## config.mk

```make
export PLATFORM = sky130hd
export DESIGN_NAME = psu_queue
export DESIGN_NICKNAME = d
export VERILOG_FILES = /design/src/rtl/psu_pkg.sv /design/src/rtl/psu_queue.sv
export SDC_FILE = /design/constraint.sdc
export NUM_CORES = 1
export LEC_CHECK = 0
export BUFFER_PORTS_ARGS = -buffer_cell sky130_fd_sc_hd__buf_2
export CORE_ASPECT_RATIO = 0.8
export CORE_MARGIN = 2
export CORE_UTILIZATION = 50
export DETAILED_ROUTE_END_ITERATION = 12
export HOLD_SLACK_MARGIN = 0.02
export PLACE_DENSITY = 0.71
export SYNTH_ARGS = -nofsm -noshare
export SYNTH_HDL_FRONTEND = slang
export SYNTH_SLANG_ARGS = --single-unit
```

## constraint.sdc

```tcl
create_clock -name clk_i -period 4.6 [get_ports clk_i]
set_input_delay 0.23 -clock clk_i [delete_from_list [all_inputs] [get_ports clk_i]]
set_output_delay 0.23 -clock clk_i [all_outputs]
set_load 0.02 [all_outputs]
```

## src/rtl/psu_pkg.sv

```systemverilog
package psu_pkg;

  localparam int unsigned MaxRowBytesDflt   = 4096;
  localparam int unsigned MaxPixelBytesDflt = 8;
  localparam int unsigned QueueDepth        = 4;
  localparam int unsigned RowBytesW         = 13;
  localparam int unsigned PixelBytesW       = 4;

  localparam logic [RowBytesW-1:0]   RowBytesRst   = RowBytesW'(1);
  localparam logic [PixelBytesW-1:0] PixelBytesRst = PixelBytesW'(1);

  // Register indexes on the configuration port.
  localparam logic REG_ROW_BYTES   = 1'b0;
  localparam logic REG_PIXEL_BYTES = 1'b1;

  typedef enum logic [2:0] {
    FILT_NONE  = 3'd0,
    FILT_SUB   = 3'd1,
    FILT_UP    = 3'd2,
    FILT_AVG   = 3'd3,
    FILT_PAETH = 3'd4,
    FILT_BAD   = 3'd5
  } psu_filt_e;

  typedef struct packed {
    logic [7:0] stream_byte;
    logic       image_start;
  } psu_in_t;

  typedef struct packed {
    logic [7:0] pixel_byte;
    logic       row_end;
    logic       bad_filter;
  } psu_out_t;

  typedef struct packed {
    logic [RowBytesW-1:0]   row_bytes;
    logic [PixelBytesW-1:0] bytes_per_pixel;
  } psu_cfg_t;

  // One data byte as classified by the front end.
  typedef struct packed {
    logic [7:0] data;
    psu_filt_e  filt;
    logic       row_end;
    logic       first_row;
    logic       row_edge;
  } psu_entry_t;

  // Left neighbour distance: zero acts as one, and the value saturates at the maximum.
  function automatic logic [PixelBytesW-1:0] clamp_bpp(
    input logic [PixelBytesW-1:0] bpp,
    input logic [PixelBytesW-1:0] max_bpp
  );
    logic [PixelBytesW-1:0] r;
    if (bpp == '0) begin
      r = PixelBytesW'(1);
    end else if (bpp > max_bpp) begin
      r = max_bpp;
    end else begin
      r = bpp;
    end
    return r;
  endfunction

endpackage

```

## src/rtl/psu_queue.sv

```systemverilog
module psu_queue #(
  parameter int unsigned Width = 16,
  parameter int unsigned Depth = psu_pkg::QueueDepth,
  localparam int unsigned PtrW = (Depth > 1) ? $clog2(Depth) : 1,
  localparam int unsigned CntW = $clog2(Depth + 1)
) (
  input  logic             clk_i,
  input  logic             rst_ni,
  input  logic             push_i,
  input  logic [Width-1:0] wdata_i,
  output logic             full_o,
  input  logic             pop_i,
  output logic [Width-1:0] rdata_o,
  output logic             nempty_o
);

  logic [Width-1:0] slot_q [Depth];
  logic [PtrW-1:0]  wr_q, wr_d, rd_q, rd_d;
  logic [CntW-1:0]  cnt_q, cnt_d;
  logic             do_push, do_pop;

  assign full_o   = (cnt_q == CntW'(Depth));
  assign nempty_o = (cnt_q != '0);
  assign rdata_o  = slot_q[rd_q];
  assign do_push  = push_i && !full_o;
  assign do_pop   = pop_i && nempty_o;

  always_comb begin
    wr_d  = wr_q;
    rd_d  = rd_q;
    cnt_d = cnt_q;
    if (do_push) begin
      wr_d = (wr_q == PtrW'(Depth - 1)) ? '0 : wr_q + PtrW'(1);
    end
    if (do_pop) begin
      rd_d = (rd_q == PtrW'(Depth - 1)) ? '0 : rd_q + PtrW'(1);
    end
    if (do_push && !do_pop) begin
      cnt_d = cnt_q + CntW'(1);
    end else if (do_pop && !do_push) begin
      cnt_d = cnt_q - CntW'(1);
    end
  end

  always_ff @(posedge clk_i or negedge rst_ni) begin
    if (!rst_ni) begin
      wr_q  <= '0;
      rd_q  <= '0;
      cnt_q <= '0;
    end else begin
      wr_q  <= wr_d;
      rd_q  <= rd_d;
      cnt_q <= cnt_d;
    end
  end

  always_ff @(posedge clk_i) begin
    if (do_push) begin
      slot_q[wr_q] <= wdata_i;
    end
  end

endmodule

```

---- Word level (Yosys, flattened, before mapping) ----
Memory sizes are Yosys's and may differ from the RTL's.
Cells that the tools add are included.
storage, ports and cells
  register bits ........................... 7
  memory bits (writable) .................. 64
  output and inout bits ................... 18
  memories kept ........................... 1
memories
  name    words  width  read ports  clocked after Yosys merged registers in  write ports  RTL line         RTL
  slot_q  4      16     1           0                                        1            psu_queue.sv:17  logic [Width-1:0] slot_q [Depth];
cells by class
  $add $sub $neg .......................... 4
  equality and inequality tests ........... 3
  multiplexer cells ....................... 6
  reductions and logical operators ........ 9
operators by type and width
  kind                   number
  $mux W3                2
  $add A2 B1 Y2 const B  2
  $eq A2 B2 Y1 const B   2
  $logic_and A1 B1 Y1    4
  $mux W2                2
  $add A3 B1 Y3 const B  1
  $eq A3 B3 Y1 const B   1
  $logic_not A1 Y1       3
  $reduce_bool A3 Y1     1
  $sub A3 B1 Y3 const B  1
  $mux W1                2
  $reduce_bool A2 Y1     1

---- Depth between registers and ports, before layout ----
  depth after elaboration ................. 7
  gate-level depth with buffers ........... 9
  depth with buffers taken out ............ 8

---- Least setup slack after synthesis ----
No wires, ideal clock.
  path type ............................... flip-flop to flip-flop
  start point ............................. reg cnt_q[0]
  end point ............................... reg cnt_q[2]
  library setup time ...................... 79 ps
  data arrival time ....................... 1977 ps
  required time ........................... 4521 ps
  path slack .............................. 2544 ps
  stages on the path, launching flop included .. 9
  clock period less this slack ............ 2056 ps
  cell sequence ........................... dfrtp_1 or3_4 nand2_4 ha_1 inv_1 fa_1 xor2_1 nor2_1 xor2_1
RTL lines
  what                                                  RTL line         RTL
  from (decl)                                           psu_queue.sv:19  logic [CntW-1:0] cnt_q, cnt_d;
  from (signal assigned)                                psu_queue.sv:53  cnt_q <= cnt_d;
  $reduce_bool A3 Y1 (*)                                psu_queue.sv:23  assign nempty_o = (cnt_q != '0);
  named net nempty_o                                    psu_queue.sv:14  output logic nempty_o
  $logic_and A1 B1 Y1 (*)                               psu_queue.sv:26  assign do_pop = pop_i && nempty_o;
  $logic_not A1 Y1                                      psu_queue.sv:38  if (do_push && !do_pop) begin
  $logic_and A1 B1 Y1                                   psu_queue.sv:38
  $mux W3 / $reduce_bool A2 Y1 (equally long branches)  -
The timed path passes the listed nets; every way through them passes the cells marked *. The select of a mux whose other input is x is not followed.
A chain may end at the register's enable or synchronous reset.

---- Worst setup path after layout ----
  start point ............................. reg rd_q[0]
  end point ............................... out rdata_o[7]
on the way
  word-level cells in the longest chain between the ends .. 1
ends and longest elaborated chain
  what                    RTL line         RTL
  from (decl)             psu_queue.sv:18  logic [PtrW-1:0] wr_q, wr_d, rd_q, rd_d;
  from (signal assigned)  psu_queue.sv:52  rd_q <= rd_d;
  $mem_v2 Z4 W16          -
  to (decl)               psu_queue.sv:13  output logic [Width-1:0] rdata_o,
Every way passes these cells.

==> out/qor.csv <==
metric,value,unit
htreeDepth,3,
synthXorXnorAreaFrac,0.9280,%
fin_crit,2.426,ns
grt_pass1_wl,7.327,mm
die-area,6284,um^2
start_util,51.81,%
clk_pin_slew,0.08,ns
finalPower,2.177,mW
required,4.37,ns
fin_nets,192,
synth_most_common_cell,edfxtp_1,
cp.arrival,2.20,ns
insertedDiodeCount,0,
synth_area_leaders,"edfxtp_1 68%, mux4_2 7.2%, mux4_1 6.5%, dfrtp_1 6.2%, ha_1 2.7%",
timing.final.max_slew_violations,0,
setup_viol,0,
ys_seq_area_share,74.06,%
port_buffers,37,
cts_root_buf,clkbuf_8,
holdPathStages,1,
die_h,71.31,um
p_per_area,661.3,nW/um^2
ir_drop,348.7,uV
coreArea,5465,um^2
syn-instance-count,121,
regToRegEndpoint,cnt_q[2]$_DFFE_PN0P_,
yosys.area.top_type,edfxtp_1,
ys_ff_latch,71,
synth-edff-count,64,
grt_max_degree,20,
syn_nets,148,
avgSynthCellArea,23.40,um^2
final.setup.tns,0,ns
grt_usage,16.35,%
async_flop_share,9.859,%
final_cells,248,
r2r-start,cnt_q[0]$_DFFE_PN0P_,
gp_congestion,0.7037,
synth_compound_area_share,0,%
synth_top_area_share,67.87,%
first_pass_iters,4,
slowest_stage,dfrtp_1,
startpoint_type,flop,
grt_pass1_vias,1415,
drt-wirelength-per-cell,18.19,um
synth.cell_area,2831,um^2
synth_ff_type,edfxtp_1,
regToRegSetupSlack,2.48,ns
maxCapViolCount,0,
synth_cell_type_count,20,
final_antenna_net_count,0,
tightestPinTransition,1.038,ns
area_growth,16.26,%
cts_tree,yes,
placed_cells,231,
ctsResizeCount,0,
ios,38,
cts_setup_buffers,0,
viasPerCell,5.125,
slew_headroom,30.82,%
status,"finished, final reports clean",
holdPathEnd,slot_q[2][2]$_DFFE_PP_,
synthMuxAreaShare,16.17,%
synthSimpleGateAreaFrac,3.226,%
hp-start,wdata_i[2],
p_leak,1.202,nW
rr_worst_depth,8,
numCtsBuffers,9,
dpl.hpwl,2.898,mm
end_kind,output pin,
path_class,reg2out,
cts_sinks,71,
fin_crit_sh,52.75,%
skew,0.006545,ns
path_cells,"mux4_1, buf_2",
wl,4.512,mm
hp-class,in2reg,
vias,1271,
cts_buffer_depth,2,
fp-row-count,24,
slowest_delay,1.03,ns
synth_adder_area_share,3.358,%
synth_top_family_by_area,multiplexers,
antenna_found_initial,0,
die_x,88.14,um
overflow,0,
drive_gt1_share,44.12,%
netlist_top_cells_count,"64 x edfxtp_1, 9 x mux4_2, 7 x dfrtp_1, 7 x mux4_1, 6 x ha_1",
hold_viol,0,
grt_setup_unrepaired,no,
postCtsHoldBufs,1,
first_iter_violations,101,
drcViolationCount,0,
crit_path_max_fanout,19,
yosysWarnings,0,
fmax,412.1,MHz
clk_latency,0.34,ns
[how the worst max path moves through the flow]
stage | from | end
6_report | rd_q[0]$_DFFE_PN0P_ | rdata_o[7]
5_1_grt | rd_q[0]$_DFFE_PN0P_ | rdata_o[7]
4_1_cts | rd_q[0]$_DFFE_PN0P_ | rdata_o[7]
3_5_place_dp | rd_q[0]$_DFFE_PN0P_ | rdata_o[7]
3_3_place_gp | rd_q[0]$_DFFE_PN0P_ | rdata_o[11]
2_1_floorplan | cnt_q[0]$_DFFE_PN0P_ | cnt_q[2]$_DFFE_PN0P_
[power breakdown]
part,switching [mW],internal (mW)
Sequential,0.129,0.861
Clock,0.231,0.306
Combinational,0.334,0.317
Total,0.694,1.48
[critical path, delay by kind of cell, from the launching register on]
kind / cells / cell delay (ns)
buffers and inverters: 1 / 0.17
flip-flops: 1 / 1.03
multiplexers: 1 / 0.65
[metal layers]
layer  global-route usage, %  vias to the layer above  wire length (um)
met5                       0                        -                 0
met4                   4.714                        0                27
met3                   7.719                        4               264
met2                   26.68                       33              2393
met1                   19.69                      652              1828
li1                        -                      582                 -
[placed cells by master, fill, tap and decap left out, drive strengths merged, types with 3 or more instances in the layout]
master     n
and2       4
buf       37
clkbuf     9
clkinvlp   3
dfrtp      7
edfxtp    64
ha         6
inv        4
mux2       5
mux4      16
nor2       3
[sequential cells by signal, indices dropped and copies added, names as in the netlist]
name / flops
cnt_q: 3
wr_q: 2
rd_q: 2
slot_q: 64
[metrics by stage]
| stage | hold slack, ns | setup slack (ns) | util (%) | area, um^2 |
|---|---|---|---|---|
| floorplan | -0.06559 | 2.544 | - | 2831 |
| global route | 0.07970 | 2.005 | 60.23 | 3292 |
| finish | 0.1039 | 2.174 | 60.23 | 3292 |
| global placement | 0.07049 | 2.475 | 56.02 | 3062 |
| CTS | 0.08336 | 2.087 | 60.23 | 3292 |
| detailed placement | 0.07725 | 2.481 | 56.02 | 3062 |
[logic make-up (layout without fill, tap and decap cells)]
kind of cell             count (synthesis)  in the layout
flip-flops                              71             71
multiplexers                            21             21
AND/OR/NAND/NOR                         11             11
buffers and inverters                    8             57
adder cells (fa/ha/maj)                  7              7
XOR/XNOR                                 3              3
[layout make-up]
cell class                 count  area [um^2]
clock buffer                   9        123.9
clock inverter                 7        96.34
fill                         412         2173
inverter                       3        11.26
multi-input combinational     42        670.6
sequential                    71         2097
tap                           78        97.59
timing repair buffer          38        195.2
(Power assumes the default switching activity.)
