<file path="src/rtl/psu_pkg.sv">
package psu_pkg;

  localparam int unsigned MaxRowBytesDflt   = 4096;
  localparam int unsigned MaxPixelBytesDflt = 8;
  localparam int unsigned QueueDepth        = 4;
  localparam int unsigned RowBytesW         = 13;
  localparam int unsigned PixelBytesW       = 4;

  localparam logic [RowBytesW-1:0]   RowBytesRst   = RowBytesW'(1);
  localparam logic [PixelBytesW-1:0] PixelBytesRst = PixelBytesW'(1);

  // Register indexes on the configuration port.
  localparam logic REG_ROW_BYTES   = 1'b0;
  localparam logic REG_PIXEL_BYTES = 1'b1;

  typedef enum logic [2:0] {
    FILT_NONE  = 3'd0,
    FILT_SUB   = 3'd1,
    FILT_UP    = 3'd2,
    FILT_AVG   = 3'd3,
    FILT_PAETH = 3'd4,
    FILT_BAD   = 3'd5
  } psu_filt_e;

  typedef struct packed {
    logic [7:0] stream_byte;
    logic       image_start;
  } psu_in_t;

  typedef struct packed {
    logic [7:0] pixel_byte;
    logic       row_end;
    logic       bad_filter;
  } psu_out_t;

  typedef struct packed {
    logic [RowBytesW-1:0]   row_bytes;
    logic [PixelBytesW-1:0] bytes_per_pixel;
  } psu_cfg_t;

  // One data byte as classified by the front end.
  typedef struct packed {
    logic [7:0] data;
    psu_filt_e  filt;
    logic       row_end;
    logic       first_row;
    logic       row_edge;
  } psu_entry_t;

  // Left neighbour distance: zero acts as one, and the value saturates at the maximum.
  function automatic logic [PixelBytesW-1:0] clamp_bpp(
    input logic [PixelBytesW-1:0] bpp,
    input logic [PixelBytesW-1:0] max_bpp
  );
    logic [PixelBytesW-1:0] r;
    if (bpp == '0) begin
      r = PixelBytesW'(1);
    end else if (bpp > max_bpp) begin
      r = max_bpp;
    end else begin
      r = bpp;
    end
    return r;
  endfunction

endpackage

</file>
<file path="src/rtl/psu_front.sv">
module psu_front #(
  parameter int unsigned MaxRowBytes   = psu_pkg::MaxRowBytesDflt,
  parameter int unsigned MaxPixelBytes = psu_pkg::MaxPixelBytesDflt,
  localparam int unsigned PosW = $clog2(MaxRowBytes)
) (
  input  logic                clk_i,
  input  logic                rst_ni,
  input  psu_pkg::psu_cfg_t   cfg_i,
  input  logic                in_valid_i,
  output logic                in_stall_o,
  input  psu_pkg::psu_in_t    in_data_i,
  output logic                push_o,
  output psu_pkg::psu_entry_t entry_o,
  output logic [PosW-1:0]     pos_o,
  input  logic                full_i
);

  localparam int unsigned LenW = $clog2(MaxRowBytes + 1);
  localparam int unsigned CmpW = (LenW > psu_pkg::RowBytesW) ? LenW : psu_pkg::RowBytesW;

  logic [PosW-1:0]             pos_q, pos_d;
  logic                        await_q, await_d;
  logic                        first_q, first_d;
  psu_pkg::psu_filt_e          filt_q, filt_d, filt_new;
  logic [CmpW-1:0]             rb_ext, len;
  logic [psu_pkg::PixelBytesW-1:0] bpp;
  logic                        accept, take_filter, first_now, last;

  assign in_stall_o  = full_i;
  assign accept      = in_valid_i && !full_i;
  assign take_filter = await_q || in_data_i.image_start;
  assign first_now   = in_data_i.image_start ? 1'b1 : first_q;

  always_comb begin
    rb_ext = CmpW'(cfg_i.row_bytes);
    if (rb_ext == '0) begin
      len = CmpW'(1);
    end else if (rb_ext > CmpW'(MaxRowBytes)) begin
      len = CmpW'(MaxRowBytes);
    end else begin
      len = rb_ext;
    end
  end

  assign bpp  = psu_pkg::clamp_bpp(cfg_i.bytes_per_pixel,
                                   psu_pkg::PixelBytesW'(MaxPixelBytes));
  assign last = (CmpW'(pos_q) + CmpW'(1)) >= len;

  always_comb begin
    unique case (in_data_i.stream_byte)
      8'd0:    filt_new = psu_pkg::FILT_NONE;
      8'd1:    filt_new = psu_pkg::FILT_SUB;
      8'd2:    filt_new = psu_pkg::FILT_UP;
      8'd3:    filt_new = psu_pkg::FILT_AVG;
      8'd4:    filt_new = psu_pkg::FILT_PAETH;
      default: filt_new = psu_pkg::FILT_BAD;
    endcase
  end

  assign push_o            = accept && !take_filter;
  assign pos_o             = pos_q;
  assign entry_o.data      = in_data_i.stream_byte;
  assign entry_o.filt      = filt_q;
  assign entry_o.row_end   = last;
  assign entry_o.first_row = first_q;
  assign entry_o.row_edge  = pos_q < PosW'(bpp);

  always_comb begin
    pos_d   = pos_q;
    await_d = await_q;
    first_d = first_q;
    filt_d  = filt_q;
    if (accept) begin
      if (take_filter) begin
        // An image start in the middle of a row drops the rest of that row.
        filt_d  = filt_new;
        await_d = 1'b0;
        pos_d   = '0;
        first_d = first_now;
      end else if (last) begin
        await_d = 1'b1;
        first_d = 1'b0;
        pos_d   = '0;
      end else begin
        pos_d = pos_q + PosW'(1);
      end
    end
  end

  always_ff @(posedge clk_i or negedge rst_ni) begin
    if (!rst_ni) begin
      pos_q   <= '0;
      await_q <= 1'b1;
      first_q <= 1'b1;
      filt_q  <= psu_pkg::FILT_NONE;
    end else begin
      pos_q   <= pos_d;
      await_q <= await_d;
      first_q <= first_d;
      filt_q  <= filt_d;
    end
  end

endmodule

</file>
<file path="config.mk">
export PLATFORM = sky130hd
export DESIGN_NAME = psu_front
export DESIGN_NICKNAME = d
export VERILOG_FILES = /design/src/rtl/psu_pkg.sv /design/src/rtl/psu_front.sv
export SDC_FILE = /design/constraint.sdc
export NUM_CORES = 1
export LEC_CHECK = 0
export ABC_AREA = 1
export ABC_CLOCK_PERIOD_IN_PS = 3300
export BUFFER_PORTS_ARGS = -buffer_cell sky130_fd_sc_hd__buf_2
export CELL_PAD_IN_SITES_DETAIL_PLACEMENT = 0
export CELL_PAD_IN_SITES_GLOBAL_PLACEMENT = 1
export CORE_MARGIN = 5
export CORE_UTILIZATION = 34
export DETAILED_ROUTE_END_ITERATION = 6
export PLACE_DENSITY_LB_ADDON = 0.1
export SLEW_MARGIN = 20
export SYNTH_ARGS = -nofsm -noshare
export SYNTH_HDL_FRONTEND = slang
export SYNTH_SLANG_ARGS = --single-unit
export TNS_END_PERCENT = 20
</file>
<file path="constraint.sdc">
create_clock -name clk_i -period 3.3 [get_ports clk_i]
set_input_delay 0.66 -clock clk_i [delete_from_list [all_inputs] [get_ports clk_i]]
set_output_delay 0.66 -clock clk_i [all_outputs]
set_load 0.05 [all_outputs]
</file>
Yosys cells after proc, flatten, opt, wreduce, memory -nomap -nowiden. Cells that the tools add are included.

Flip-flop bits (word level): 17. Bits in latches: 0. RAM bits: 0. Memory bits (read-only): 0. Input port bits: 30. Output and inout bits: 28. Memories kept: 0.

$add $sub $neg: 2. $mul: 0. Divide/modulo/power cells: 0. Order comparisons: 4. Equal/unequal tests: 5. Shifts and indexed selects: 0. Multiplexer cells: 12. Bitwise logic cells: 0. Reduce and logical (&&, ||, !) cells: 12.

Operator list (count): two-way mux 13 bit (2); two-way mux 12 bit (2); == test 8 x 2 -> 1 bit, second input constant (2); one-hot mux 3 bit (5 select lines) (1); adder 12 x 1 -> 13 bit, second input constant (1); >= comparator 13 bit (1); > comparator 13 bit, second input constant (1); logical NOT 13 bit (1); adder 12 x 1 -> 12 bit, second input constant (1); less-than comparator 12 x 4 -> 1 bit (1); == test 8 x 1 -> 1 bit, second input constant (1); == test 8 x 3 -> 1 bit, second input constant (1); logical NOT 8 bit (1); two-way mux 4 bit (2); two-way mux 1 bit (5); > comparator 4 bit, second input constant (1); logical NOT 4 bit (1); AND reduction 2 bit (2); AND reduction 3 bit (1); logical AND 1 bit (2); logical NOT 1 bit (2); inequality test 2 bit, second input constant (1); nonzero test 2 bit (1); logical OR 1 bit (1).

Logic depth before layout (Yosys ltp).
Word-level depth: 6. Mapped depth: 17.

Worst setup path after synthesis. Ideal clock, no wire load.

Kind: flip-flop to output port. From: register pos_q[0] (netlist: pos_o[0]). To: output port entry_o[2] in the netlist's numbering. Data arrival time: 2.410 ns. Required time: 2.640 ns. Slack: 0.230 ns. Cell stages (with the launch flop): 15. Buffers on the path: 1. Cell sequence: dfrtp_1 ha_1 nand2_1 nor2_4 nand4_1 nand2_1 inv_2 ha_1 nand2_1 nor2_1 nand2_2 inv_1 nand2_1 nand3_1 buf_4.

Longest elaborated chain between the ends: 2.

Ends and longest elaborated chain: from (decl) (RTL line psu_front.sv:21) `logic [PosW-1:0] pos_q, pos_d;`; from (signal assigned) (RTL line psu_front.sv:97) `pos_q <= pos_d;`; adder 12 x 1 -> 13 bit (RTL line psu_front.sv:47) `assign last = (CmpW'(pos_q) + CmpW'(1)) >= len;`; >= comparator 13 bit (RTL line psu_front.sv:47); to (decl) (RTL line psu_front.sv:13) `output psu_pkg::psu_entry_t entry_o,`.

Every way passes these cells.

==> results.txt <==
Ports = 58
Avg Inst Size Synth = 6.683 um2
Worst Path Max Fanout = 6
Tmin final = 3125 ps
RSZ-0062 raised after global routing = no
post-DR wirelength/cell = 11.92 um
total core area = 4755 um2
placed cell areas = 1968 um2
CTS buffer count = 3
Post-Synthesis Cells = 252
Die X = 80.38 um
CTS tree = done
Setup CP Type = reg2out
placed cell count = 364
CTS root buf = clkbuf_8
cts hold-fix bufs = 0
drt first pass iters = 4
count of different cell masters after synthesis = 31
Max-cap violations = 0
power per cell area = 290.4 nW/um2
synthesis-to-layout area growth = 24.07%
simple-gate share of the synthesized area = 0.4235
Worst setup SP type = flip-flop
Worst slew margin = 0.7345
largest net degree at the start of global routing = 18
CP required = 2640 ps
Mapped Area = 1684 um2
clk slew on worst S/H paths = 60 ps
most frequent cells in the layout = nand2_1 (95), buf_2 (56), inv_1 (22)
Net count, final = 352
Initial Util = 0.3542
Slowest-stage cell, CP = dfrtp_2
diode count = 0
Final Cell Area = 2090 um2
Max Transition Viols Final = 0
layout cell share with drive strength beyond 1 = 0.3125
clk_skew = 1.351 ps
Port Buffer Count = 57
Die H = 80.38 um
clock latency at the later pin of the worst-skew pair = 250 ps
final hold viol count = 0
sequential area share after synthesis = 0.2541
DRT iter0 DRCs = 52
Tot Pwr = 0.6068 mW
GRT overflow = 0
Max Root-Sink Buffers = 2
residual DRC count = 0
Avg Vias per Cell = 4.555
critical-path cell list = ha_1, nand2_2, nor2_4, nand4_1, nand2_1, inv_2, ha_1, nand2_1, nor2_1, nand2_2, nor2_1, nor2_2, nand3_2, buf_8
routed wire length = 4.424 mm
Worst Max-Slew Pin Slew = 398.3 ps
Hold Path Class = in2async
TNS Setup = 0 ps
CP max stage delay = 430 ps
main combinational cell family by area after synthesis = simple AND/OR/NAND/NOR gates
Yosys reg bits = 17
Post-Synth Adder-Cell Area = 0.1263
RD Place Congestion = 0.7790
HPWL after detailed placement = 3.603 mm
post-synthesis xor/xnor area fraction = 0.02006
mux share of post-synthesis cell area = 0
run status = finished, final reports clean
number of antenna violations at the first check in global routing = 0
warnings from Yosys = 0
Post-Syn Nets = 299
H-tree levels = 1
Std-Cell Rows = 25
first-pass GRT wire length = 7.376 mm
die area = 6461 um2
Post-DRT Antenna Nets = 0
Compound-Gate Fraction of Synth Area = 0.04309
commonest non-fill, non-tap cell in the layout = nand2_1
CP endpoint kind = output pin
vias in the first global route = 1,586
WP data arrival = 2460 ps
f_max = 320.0 MHz
final count of negative-setup-slack endpoints = 0
via count = 1,690
fin cells = 371
overall routing resource usage = 0.1418
Leakage = 1.175 nW
Worst VDD drop = 0.1462 mV
Sink Count = 17
crit share post-route = 0.9469
-- stage by stage --
stage	setup WS [ps]	util	hold slack, ps
after global placement	108.8	0.4139	453.0
after floorplan	229.5	-	364.4
final	175.2	0.4395	329.3
after CTS	23.40	0.4245	339.2
after global routing	20.49	0.4395	358.6
after detailed placement	-17.87	0.4139	452.1
-- cell families (layout without fill, tap and decap cells) --
kind of cell             count (synthesis)  in the layout
buffers and inverters                   43             95
flip-flops                              17             17
XOR/XNOR                                 3              3
adder cells (fa/ha/maj)                 17             17
AND/OR/NAND/NOR                        160            160
AO/OA/AOI/OAI                           12             12
-- worst paths after layout --
check                               from    endpoint  slack, ps  depth (start not counted)
worst max-delay path            pos_o[0]  entry_o[2]        180                         14
worst min-delay path              rst_ni   filt_q[0]        330                          1
worst max register to register  pos_o[0]    pos_o[1]        880                         14
worst min register to register   first_q     first_q        460                          2
max in group asynchronous         rst_ni     first_q       2650                          1
min in group clk_i               first_q     first_q        460                          2
-- repair_timing --
action / in CTS / in global routing
endpoints found under the hold margin: 0 / 0
gates resized for setup: 3 / 12
setup buffers: 0 / 3
setup endpoints to repair: 1 / 1
pin swaps: 0 / 3
-- registers in the layout, summed over array words and instances, names as in the netlist --
| register | count |
|---|---|
| await_q | 1 |
| filt_q | 3 |
| first_q | 1 |
| pos_o | 12 |
-- per-layer routing --
| metal | vias up | share of wire | wire, um | track usage |
|---|---|---|---|---|
| met2 | 36 | 0.47 | 2087 | 0.2384 |
| met5 | - | 0 | 0 | 0 |
| met3 | 0 | 0.046 | 203 | 0.02242 |
| li1 | 910 | - | - | - |
| met4 | 0 | 0 | 0 | 0.01014 |
| met1 | 744 | 0.48 | 2133 | 0.1989 |
-- report_power, final --
group          switching (mW)  internal, mW  total (mW)
clock network          0.0680        0.0856       0.154
registers              0.0143         0.221       0.235
logic                   0.152        0.0661       0.218
-- Yosys cell counts --
master	n	area (um2)
nor2_1	22	82.58
o21ai_0	2	10.01
a21oi_1	6	30.03
dfrtp_1	15	375.4
clkbuf_1	1	3.750
nor3_1	2	10.01
buf_6	1	11.26
inv_2	3	11.26
nand3b_1	1	7.510
nand3_2	1	10.01
a2111o_1	1	11.26
nor2_4	2	22.52
nand2_1	97	364.1
xor2_1	1	8.760
inv_1	22	82.58
xor2_2	1	16.27
nand3_1	10	50.05
ha_1	17	212.7
nor3_4	1	16.27
clkbuf_2	1	5.000
nand4_1	17	106.4
xnor2_1	1	8.760
buf_2	1	5.000
o21ai_1	1	5.000
nand2_2	2	12.51
a21oi_2	1	8.760
buf_4	14	105.1
nor2_2	3	18.77
o21bai_1	1	7.510
nor4_1	2	12.51
dfstp_2	2	52.55
-- worst max-delay path, delay by kind of cell, from the launching register on --
family / cells / cell delay [ps]
flip-flops: 1 / 430
adder cells (fa/ha/maj): 2 / 510
AND/OR/NAND/NOR: 10 / 1070
buffers and inverters: 2 / 200
-- final cells by class --
| class | count | area, um2 |
|---|---|---|
| fill | 530 | 2665 |
| tap | 67 | 83.83 |
| sequential | 17 | 431.7 |
| multi-input combinational | 192 | 1072 |
| timing repair buffer | 66 | 362.8 |
| clock buffer | 4 | 45.04 |
| inverter | 25 | 93.84 |
Power figures use the tool's default switching activity.
